[src/rtl/fau_pkg.sv]
package fau_pkg;

  // Command codes
  localparam logic [2:0] CMD_ADD = 3'd0;
  localparam logic [2:0] CMD_SUB = 3'd1;
  localparam logic [2:0] CMD_MUL = 3'd2;
  localparam logic [2:0] CMD_DIV = 3'd3;
  localparam logic [2:0] CMD_RED = 3'd4;

  localparam int NUM_W = 34;
  localparam int DEN_W = 33;

  typedef enum logic [3:0] {
    ST_IDLE,
    ST_MUL0,
    ST_MUL1,
    ST_MUL2,
    ST_COMB,
    ST_GCD,
    ST_DIVN,
    ST_DIVD,
    ST_DONE
  } state_t;

  // Request to the shared divider
  typedef struct packed {
    logic start;
  } div_ctl_t;

endpackage

[src/rtl/fau_div.sv]
// Restoring divider, one quotient bit per cycle
module fau_div
  import fau_pkg::*;
#(
  parameter int W = 66
) (
  input  logic         clk,
  input  logic         rst,
  input  div_ctl_t     ctl,
  input  logic [W-1:0] dividend,
  input  logic [W-1:0] divisor,
  output logic [W-1:0] quotient,
  output logic [W-1:0] remainder,
  output logic         done
);

  localparam int CW = $clog2(W + 1);

  logic [W-1:0]  quo;
  logic [W:0]    rem;
  logic [W-1:0]  dvs;
  logic [CW-1:0] cnt;
  logic          busy;
  logic [W:0]    shifted;
  logic [W:0]    diff;

  assign shifted = {rem[W-1:0], quo[W-1]};
  assign diff    = shifted - {1'b0, dvs};

  always_ff @(posedge clk) begin
    if (rst) begin
      busy <= 1'b0;
      done <= 1'b0;
      cnt  <= '0;
    end else begin
      done <= busy && !ctl.start && (cnt == CW'(1));
      if (ctl.start) begin
        busy <= 1'b1;
        cnt  <= CW'(W);
        quo  <= dividend;
        rem  <= '0;
        dvs  <= divisor;
      end else if (busy) begin
        if (!diff[W]) begin
          rem <= diff;
          quo <= {quo[W-2:0], 1'b1};
        end else begin
          rem <= shifted;
          quo <= {quo[W-2:0], 1'b0};
        end
        cnt <= cnt - 1'b1;
        if (cnt == CW'(1)) begin
          busy <= 1'b0;
        end
      end
    end
  end

  assign quotient  = quo;
  assign remainder = rem[W-1:0];

endmodule

[src/rtl/fraction_arithmetic_unit.sv]
// Sequence: three multiplies and a combine step, then one Euclid
// remainder step per divider result until the remainder is zero, then two
// divisions by the GCD, numerator first and denominator second, before
// out_valid. A zero result denominator goes straight to the result.
// Throughput: one request at a time, in_stall high until the result is
// taken. rst (synchronous, active high) returns the sequencer to idle.
module fraction_arithmetic_unit
  import fau_pkg::*;
#(
  parameter int OPERAND_WIDTH = 16
) (
  input  logic                     clk,
  input  logic                     rst,
  input  logic                     in_valid,
  output logic                     in_stall,
  input  logic [2:0]               command,
  input  logic signed [15:0]       a_num,
  input  logic signed [15:0]       a_den,
  input  logic signed [15:0]       b_num,
  input  logic signed [15:0]       b_den,
  output logic                     out_valid,
  input  logic                     out_stall,
  output logic signed [NUM_W-1:0]  res_num,
  output logic [DEN_W-1:0]         res_den,
  output logic                     zero_den_error
);

  localparam int OW = OPERAND_WIDTH;
  localparam int PW = 2 * OW;
  localparam int MW = PW + 2;

  state_t state, state_next;

  logic [2:0]    cmd;
  logic [OW-1:0] anm, adm, bnm, bdm;
  logic          ans, ads, bns, bds;
  logic [PW-1:0] p0, p1, p2;
  logic [MW-1:0] nm, dm, gx, gy;
  logic          nneg, dneg;

  div_ctl_t      dctl;
  logic [MW-1:0] d_a, d_b, d_q, d_r;
  logic          d_done;

  // Operand fields cut to OPERAND_WIDTH bits (magnitudes are taken in ST_IDLE)
  logic [OW-1:0] fa_n, fa_d, fb_n, fb_d;
  assign fa_n = OW'(a_num);
  assign fa_d = OW'(a_den);
  assign fb_n = OW'(b_num);
  assign fb_d = OW'(b_den);

  // Shared multiplier operands
  logic [OW-1:0] mx, my;
  logic [PW-1:0] mp;
  always_comb begin
    mx = anm;
    my = bdm;
    case (state)
      ST_MUL0: begin
        mx = adm;
        my = bdm;
        if (cmd == CMD_MUL) my = bdm;
      end
      ST_MUL1: begin
        mx = anm;
        my = (cmd == CMD_MUL) ? bnm : bdm;
        if (cmd == CMD_DIV) my = bdm;
      end
      ST_MUL2: begin
        mx = (cmd == CMD_DIV) ? adm : bnm;
        my = (cmd == CMD_DIV) ? bnm : adm;
      end
      default: ;
    endcase
  end
  assign mp = mx * my;

  fau_div #(.W(MW)) u_div (
    .clk      (clk),
    .rst      (rst),
    .ctl      (dctl),
    .dividend (d_a),
    .divisor  (d_b),
    .quotient (d_q),
    .remainder(d_r),
    .done     (d_done)
  );

  // Combine step (sign-magnitude)
  logic          addsub, same;
  logic          s1, s2;
  logic [MW-1:0] m1, m2, sm;
  logic          ss;
  always_comb begin
    addsub = (cmd == CMD_ADD) || (cmd == CMD_SUB);
    same = (adm == bdm) && ((ads == bds) || (adm == '0));
    if (same) begin
      m1 = MW'(anm);
      s1 = ans;
      m2 = MW'(bnm);
      s2 = bns;
    end else begin
      m1 = MW'(p1);
      s1 = ans ^ bds;
      m2 = MW'(p2);
      s2 = bns ^ ads;
    end
    if (cmd == CMD_SUB) s2 = ~s2;
    if (s1 == s2) begin
      sm = m1 + m2;
      ss = s1;
    end else if (m1 >= m2) begin
      sm = m1 - m2;
      ss = s1;
    end else begin
      sm = m2 - m1;
      ss = s2;
    end
  end

  // Next state
  always_comb begin
    state_next = state;
    unique case (state)
      ST_IDLE: if (in_valid) state_next = ST_MUL0;
      ST_MUL0: state_next = ST_MUL1;
      ST_MUL1: state_next = ST_MUL2;
      ST_MUL2: state_next = ST_COMB;
      ST_COMB: state_next = ST_GCD;
      ST_GCD: begin
        if (dm == '0) state_next = ST_DONE;
        else if (gy == '0) state_next = ST_DIVN;
        else if (d_done) state_next = ST_GCD;
      end
      ST_DIVN: if (d_done) state_next = ST_DIVD;
      ST_DIVD: if (d_done) state_next = ST_DONE;
      ST_DONE: if (!out_stall) state_next = ST_IDLE;
      default: state_next = ST_IDLE;
    endcase
  end

  // Divider requests
  logic gbusy;
  always_comb begin
    dctl.start = 1'b0;
    d_a = gx;
    d_b = gy;
    unique case (state)
      ST_GCD: dctl.start = (dm != '0) && (gy != '0) && !gbusy;
      ST_DIVN: begin
        d_a = nm;
        d_b = gx;
        dctl.start = !gbusy;
      end
      ST_DIVD: begin
        d_a = dm;
        d_b = gx;
        dctl.start = !gbusy;
      end
      default: ;
    endcase
  end

  always_ff @(posedge clk) begin
    if (rst) begin
      state <= ST_IDLE;
      gbusy <= 1'b0;
    end else begin
      state <= state_next;
      if (state != state_next) gbusy <= 1'b0;
      else if (dctl.start) gbusy <= 1'b1;
      else if (d_done) gbusy <= 1'b0;
    end
  end

  // Datapath
  always_ff @(posedge clk) begin
    unique case (state)
      ST_IDLE: begin
        cmd <= command;
        ans <= fa_n[OW-1];
        ads <= fa_d[OW-1];
        bns <= fb_n[OW-1];
        bds <= fb_d[OW-1];
        anm <= fa_n[OW-1] ? (~fa_n + 1'b1) : fa_n;
        adm <= fa_d[OW-1] ? (~fa_d + 1'b1) : fa_d;
        bnm <= fb_n[OW-1] ? (~fb_n + 1'b1) : fb_n;
        bdm <= fb_d[OW-1] ? (~fb_d + 1'b1) : fb_d;
      end
      ST_MUL0: p0 <= mp;
      ST_MUL1: p1 <= mp;
      ST_MUL2: p2 <= mp;
      ST_COMB: begin
        if (addsub) begin
          nm <= sm;
          nneg <= ss;
          dm <= same ? MW'(adm) : MW'(p0);
          dneg <= same ? ads : (ads ^ bds);
        end else if (cmd == CMD_MUL) begin
          nm <= MW'(p1);
          nneg <= ans ^ bns;
          dm <= MW'(p0);
          dneg <= ads ^ bds;
        end else if (cmd == CMD_DIV) begin
          nm <= MW'(p1);
          nneg <= ans ^ bds;
          dm <= MW'(p2);
          dneg <= ads ^ bns;
        end else begin
          nm <= MW'(anm);
          nneg <= ans;
          dm <= MW'(adm);
          dneg <= ads;
        end
        gx <= addsub ? sm : ((cmd == CMD_MUL) || (cmd == CMD_DIV)) ? MW'(p1) : MW'(anm);
        gy <= addsub ? (same ? MW'(adm) : MW'(p0))
                     : (cmd == CMD_DIV) ? MW'(p2)
                     : (cmd == CMD_MUL) ? MW'(p0) : MW'(adm);
      end
      ST_GCD: if (d_done) begin
        gx <= gy;
        gy <= d_r;
      end
      ST_DIVN: if (d_done) nm <= d_q;
      ST_DIVD: if (d_done) dm <= d_q;
      default: ;
    endcase
  end

  // Outputs
  logic          oneg;
  logic [MW-1:0] osn;
  always_comb begin
    in_stall = (state != ST_IDLE);
    out_valid = (state == ST_DONE);
    zero_den_error = (dm == '0);
    oneg = zero_den_error ? nneg : (nneg ^ dneg);
    oneg = oneg && (nm != '0);
    osn = oneg ? (~nm + 1'b1) : nm;
    res_num = NUM_W'(osn);
    res_den = DEN_W'(dm);
  end

endmodule

[config.mk]
export PLATFORM = sky130hd
export DESIGN_NAME = fraction_arithmetic_unit
export DESIGN_NICKNAME = d
export VERILOG_FILES = /design/src/rtl/fau_pkg.sv /design/src/rtl/fau_div.sv /design/src/rtl/fraction_arithmetic_unit.sv
export SDC_FILE = /design/constraint.sdc
export NUM_CORES = 2
export LEC_CHECK = 0
export BUFFER_PORTS_ARGS = -buffer_cell sky130_fd_sc_hd__buf_2
export CORE_ASPECT_RATIO = 0.75
export CORE_UTILIZATION = 50
export CTS_BUF_LIST = sky130_fd_sc_hd__clkbuf_4 sky130_fd_sc_hd__clkbuf_8 sky130_fd_sc_hd__clkbuf_16
export DETAILED_ROUTE_END_ITERATION = 6
export GPL_TIMING_DRIVEN = 0
export HOLD_SLACK_MARGIN = 0.06
export PLACE_DENSITY = 0.67
export SYNTH_ARGS = -nofsm -noshare
export SYNTH_HDL_FRONTEND = slang
export SYNTH_HIERARCHICAL = 1
export SYNTH_SLANG_ARGS = --single-unit
[constraint.sdc]
create_clock -name clk -period 11.3 [get_ports clk]
set_input_delay 0.565 -clock clk [delete_from_list [all_inputs] [get_ports clk]]
set_output_delay 0.565 -clock clk [all_outputs]
set_load 0.03 [all_outputs]
==> flow_summary_export.csv <==
group,metric,value,unit
min_path,hold_path_class,"in2reg",
floorplan,rows,86,
setup_path,setup.worst_path.end_class,"flop",
setup_path,cp_max_fo,10,
sta,min_period,10900,ps
layout,instances_no_fill,5373,
synthesis,synth_warnings,6,
sta,finalSetupViolCount,0,
synthesis,seq_area_frac_synth,0.3327,
layout,drive_gt1_frac,0.09423,
clock_network,clk_pin_slew,70,ps
min_path,holdCritStartpoint,"command[1]",
global_route,grtUsageTotal,0.3525,
sta,finalCritPeriodShare,0.9643,
layout,fill_cells,6865,
setup_path,critPathKind,"reg2reg",
synthesis,synth.distinct_cells,94,
layout,multi_input_area,22500,um2
sta,slew_violations,0,
floorplan,die_height,239.2,um
layout,nets,4879,
place,place_congestion,1.022,
detailed_routing,avgRoutedWirePerCell,25.24,um
clock_network,clock_latency,610,ps
setup_path,rr_endpoint,"p0[31]$_DFFE_PN_",
global_route,antenna_found_initial,3,
detailed_routing,drt_iter0_drc,4614,
synthesis,synth_async_sr_flop_share,0,
setup_path,cp-start-kind,"flop",
detailed_routing,via_count,33358,
outcome,status,"finished with violations",
synthesis,synth.avg_cell_area,8.998,um2
synthesis,ys.flop_type,"edfxtp_1",
clock_network,cts_hold_buffers,0,
setup_path,cp_data_required_time,11610,ps
layout,seq_area,12480,um2
setup_path,r2r_cells,31,
clock_network,cts_buffer_depth,3,
detailed_routing,dr.pass1.iters,7,
setup_path,crit_path_end,"p0[31]$_DFFE_PN_",
floorplan,core,73820,um2
setup_path,r2r_slack,400,ps
clock_network,post_cts_buffers,0,
detailed_routing,wirelength,135.6,mm
global_route,grt_pass1_vias,31285,
detailed_routing,drc,6,
setup_path,slowest_stage,"a21oi_1",
global_route,grt_pass1_wl,200.2,mm
detailed_routing,vias_per_cell,6.208,
sta,rsz0062_at_grt,"false",
synthesis,synthesis.instances,4170,
floorplan,die_width,318.3,um
layout,syn_to_final_growth,9.680,%
global_route,grt_max_degree,69,
clock_network,root_buffer,"clkbuf_16",
place,port_buffers,140,
sta,skew,32.87,ps
clock_network,cts_buffers,44,
global_route,grt_overflow_total,0,
detailed_routing,antenna_left,0,
synthesis,postSynthRegisterBits,420,
clock_network,h-tree-depth,2,
setup_path,cpPeakStageDelay,920,ps
sta,finalHoldViolCount,0,
floorplan,start_util,0.5083,
setup_path,worst_r2r_startpoint,"cmd[1]$_DFFE_PP_",
setup_path,crit_path_frequent_cell,"fa_1",
floorplan,io-pin-count,141,
sta,max_freq,0.09177,GHz
synthesis,synth-edff-count,407,
sta,tightest_slew,1403,ps
sta,relSlewSlack,0.05476,
synthesis,netlist_area,37520,um2
place,dp_cells,5291,
clock_network,cts_num_sinks,420,
floorplan,dieArea,76150,um2
clock_network,cts_tree,"built",
outcome,violations,"design-rule violations",
setup_path,worstPathArrival,11200,ps
setup_path,crit_start,"cmd[1]$_DFFE_PP_",
synthesis,syn_nets,4680,
run,drv_cap,0,
place,dp_hpwl,109.1,mm
[layout make-up]
cell class,instances,area share
Clock buffer,52,0.02864
Tap cell,968,0.02943
Inverter,407,0.03712
Clock inverter,29,0.006537
Timing Repair Buffer,153,0.02146
Antenna cell,1,0.00006081
Multi-Input combinational cell,3109,0.5467
Buffer,234,0.02669
Sequential cell,420,0.3033
[cell families after synthesis]
family          synth area share
xor+xnor                 0.04505
flops                     0.3327
fa+ha+maj                 0.1860
compound gates            0.1576
mux                      0.04585
simple gates              0.1628
buf+inv                  0.06999
[placed cells by master, fill, tap and decap left out, types with 23 or more instances in the layout]
cell type / count
o31ai_1: 40
inv_1: 403
mux2_2: 63
clkbuf_1: 147
nor4_1: 31
mux2i_1: 101
edfxtp_1: 407
nand2b_1: 39
nand2_1: 639
and2_1: 32
nor3_1: 77
buf_1: 23
a31oi_1: 25
a21oi_1: 272
nor2_1: 347
clkbuf_16: 45
nand3_1: 62
buf_2: 160
or3_1: 30
o21ai_0: 205
ha_1: 241
fa_1: 198
xor2_1: 40
o22ai_1: 27
a211oi_1: 26
nor2b_1: 25
a21o_1: 79
xnor2_1: 152
o21bai_1: 26
o21ai_1: 46
buf_4: 40
[repair_timing]
action / 4_1_cts / 5_1_grt
setup endpoints to repair: 9 / 18
gates resized for setup: 3 / 5
pin swaps: 0 / 0
[registers in the layout, indices dropped and copies added (netlist names), 3 cells and up]
register	count
anm	16
nm	34
bnm	16
adm	16
gy	34
u_div/rem	34
bdm	16
u_div/cnt	6
p0	32
p2	32
state	4
cmd	3
u_div/quotient	34
p1	32
gx	34
u_div/dvs	34
dm	34
[synth_stat cells (80+ instances only)]
cell | instances | area (um2)
ha_1 | 241 | 3015
a21o_1 | 80 | 600.6
edfxtp_1 | 407 | 12220
mux2i_1 | 101 | 1011
inv_1 | 404 | 1516
xnor2_1 | 153 | 1340
nor2_1 | 350 | 1314
o21ai_0 | 205 | 1026
nand2_1 | 639 | 2399
a21oi_1 | 277 | 1386
fa_1 | 198 | 3964
clkbuf_1 | 147 | 551.8
[stage by stage]
stage / cell area (um2) / hold WS, ps / setup TNS, ps / util / worst slack, ps
3_3_place_gp: 39430 / 529.1 / -17030 / 0.5342 / -1194
6_report: 41150 / 150.5 / 0 / 0.5575 / 403.3
3_5_place_dp: 39670 / 526.9 / -1839 / 0.5374 / -583.2
2_1_floorplan: 37520 / 509.6 / 0 / - / 2295
5_1_grt: 41150 / 129.0 / 0 / 0.5575 / 1.105
4_1_cts: 41130 / 138.9 / 0 / 0.5572 / 214.6
[routing by layer]
| layer | up-vias | part of all wire | track usage |
|---|---|---|---|
| li1 | 14828 | - | - |
| met1 | 16042 | 0.41 | 0.5087 |
| met2 | 2186 | 0.41 | 0.5031 |
| met3 | 302 | 0.13 | 0.08523 |
| met4 | 0 | 0.047 | 0.1468 |
| met5 | - | 0 | 0 |
[how the worst min path moves through the flow]
stage	to	slack (ps)	cells past startpoint
floorplan	u_div/dvs[0]$_DFFE_PP_	510	2
global placement	u_div/dvs[0]$_DFFE_PP_	530	2
detailed placement	u_div/dvs[0]$_DFFE_PP_	530	2
CTS	cmd[1]$_DFFE_PP_	140	1
global route	cmd[2]$_DFFE_PP_	130	1
finish	cmd[1]$_DFFE_PP_	150	1
[worst max-delay path: cells and delay by family, from the launching register on]
family	cells	cell delay (ps)
flops	1	330
mux	1	170
simple gates	8	2200
buf+inv	7	1400
compound gates	7	2660
fa+ha+maj	7	3240
xor+xnor	1	580
Power is left out: the tool's default activity adds up to more than one toggle a clock period on the data nets, which glitch-free logic cannot reach.
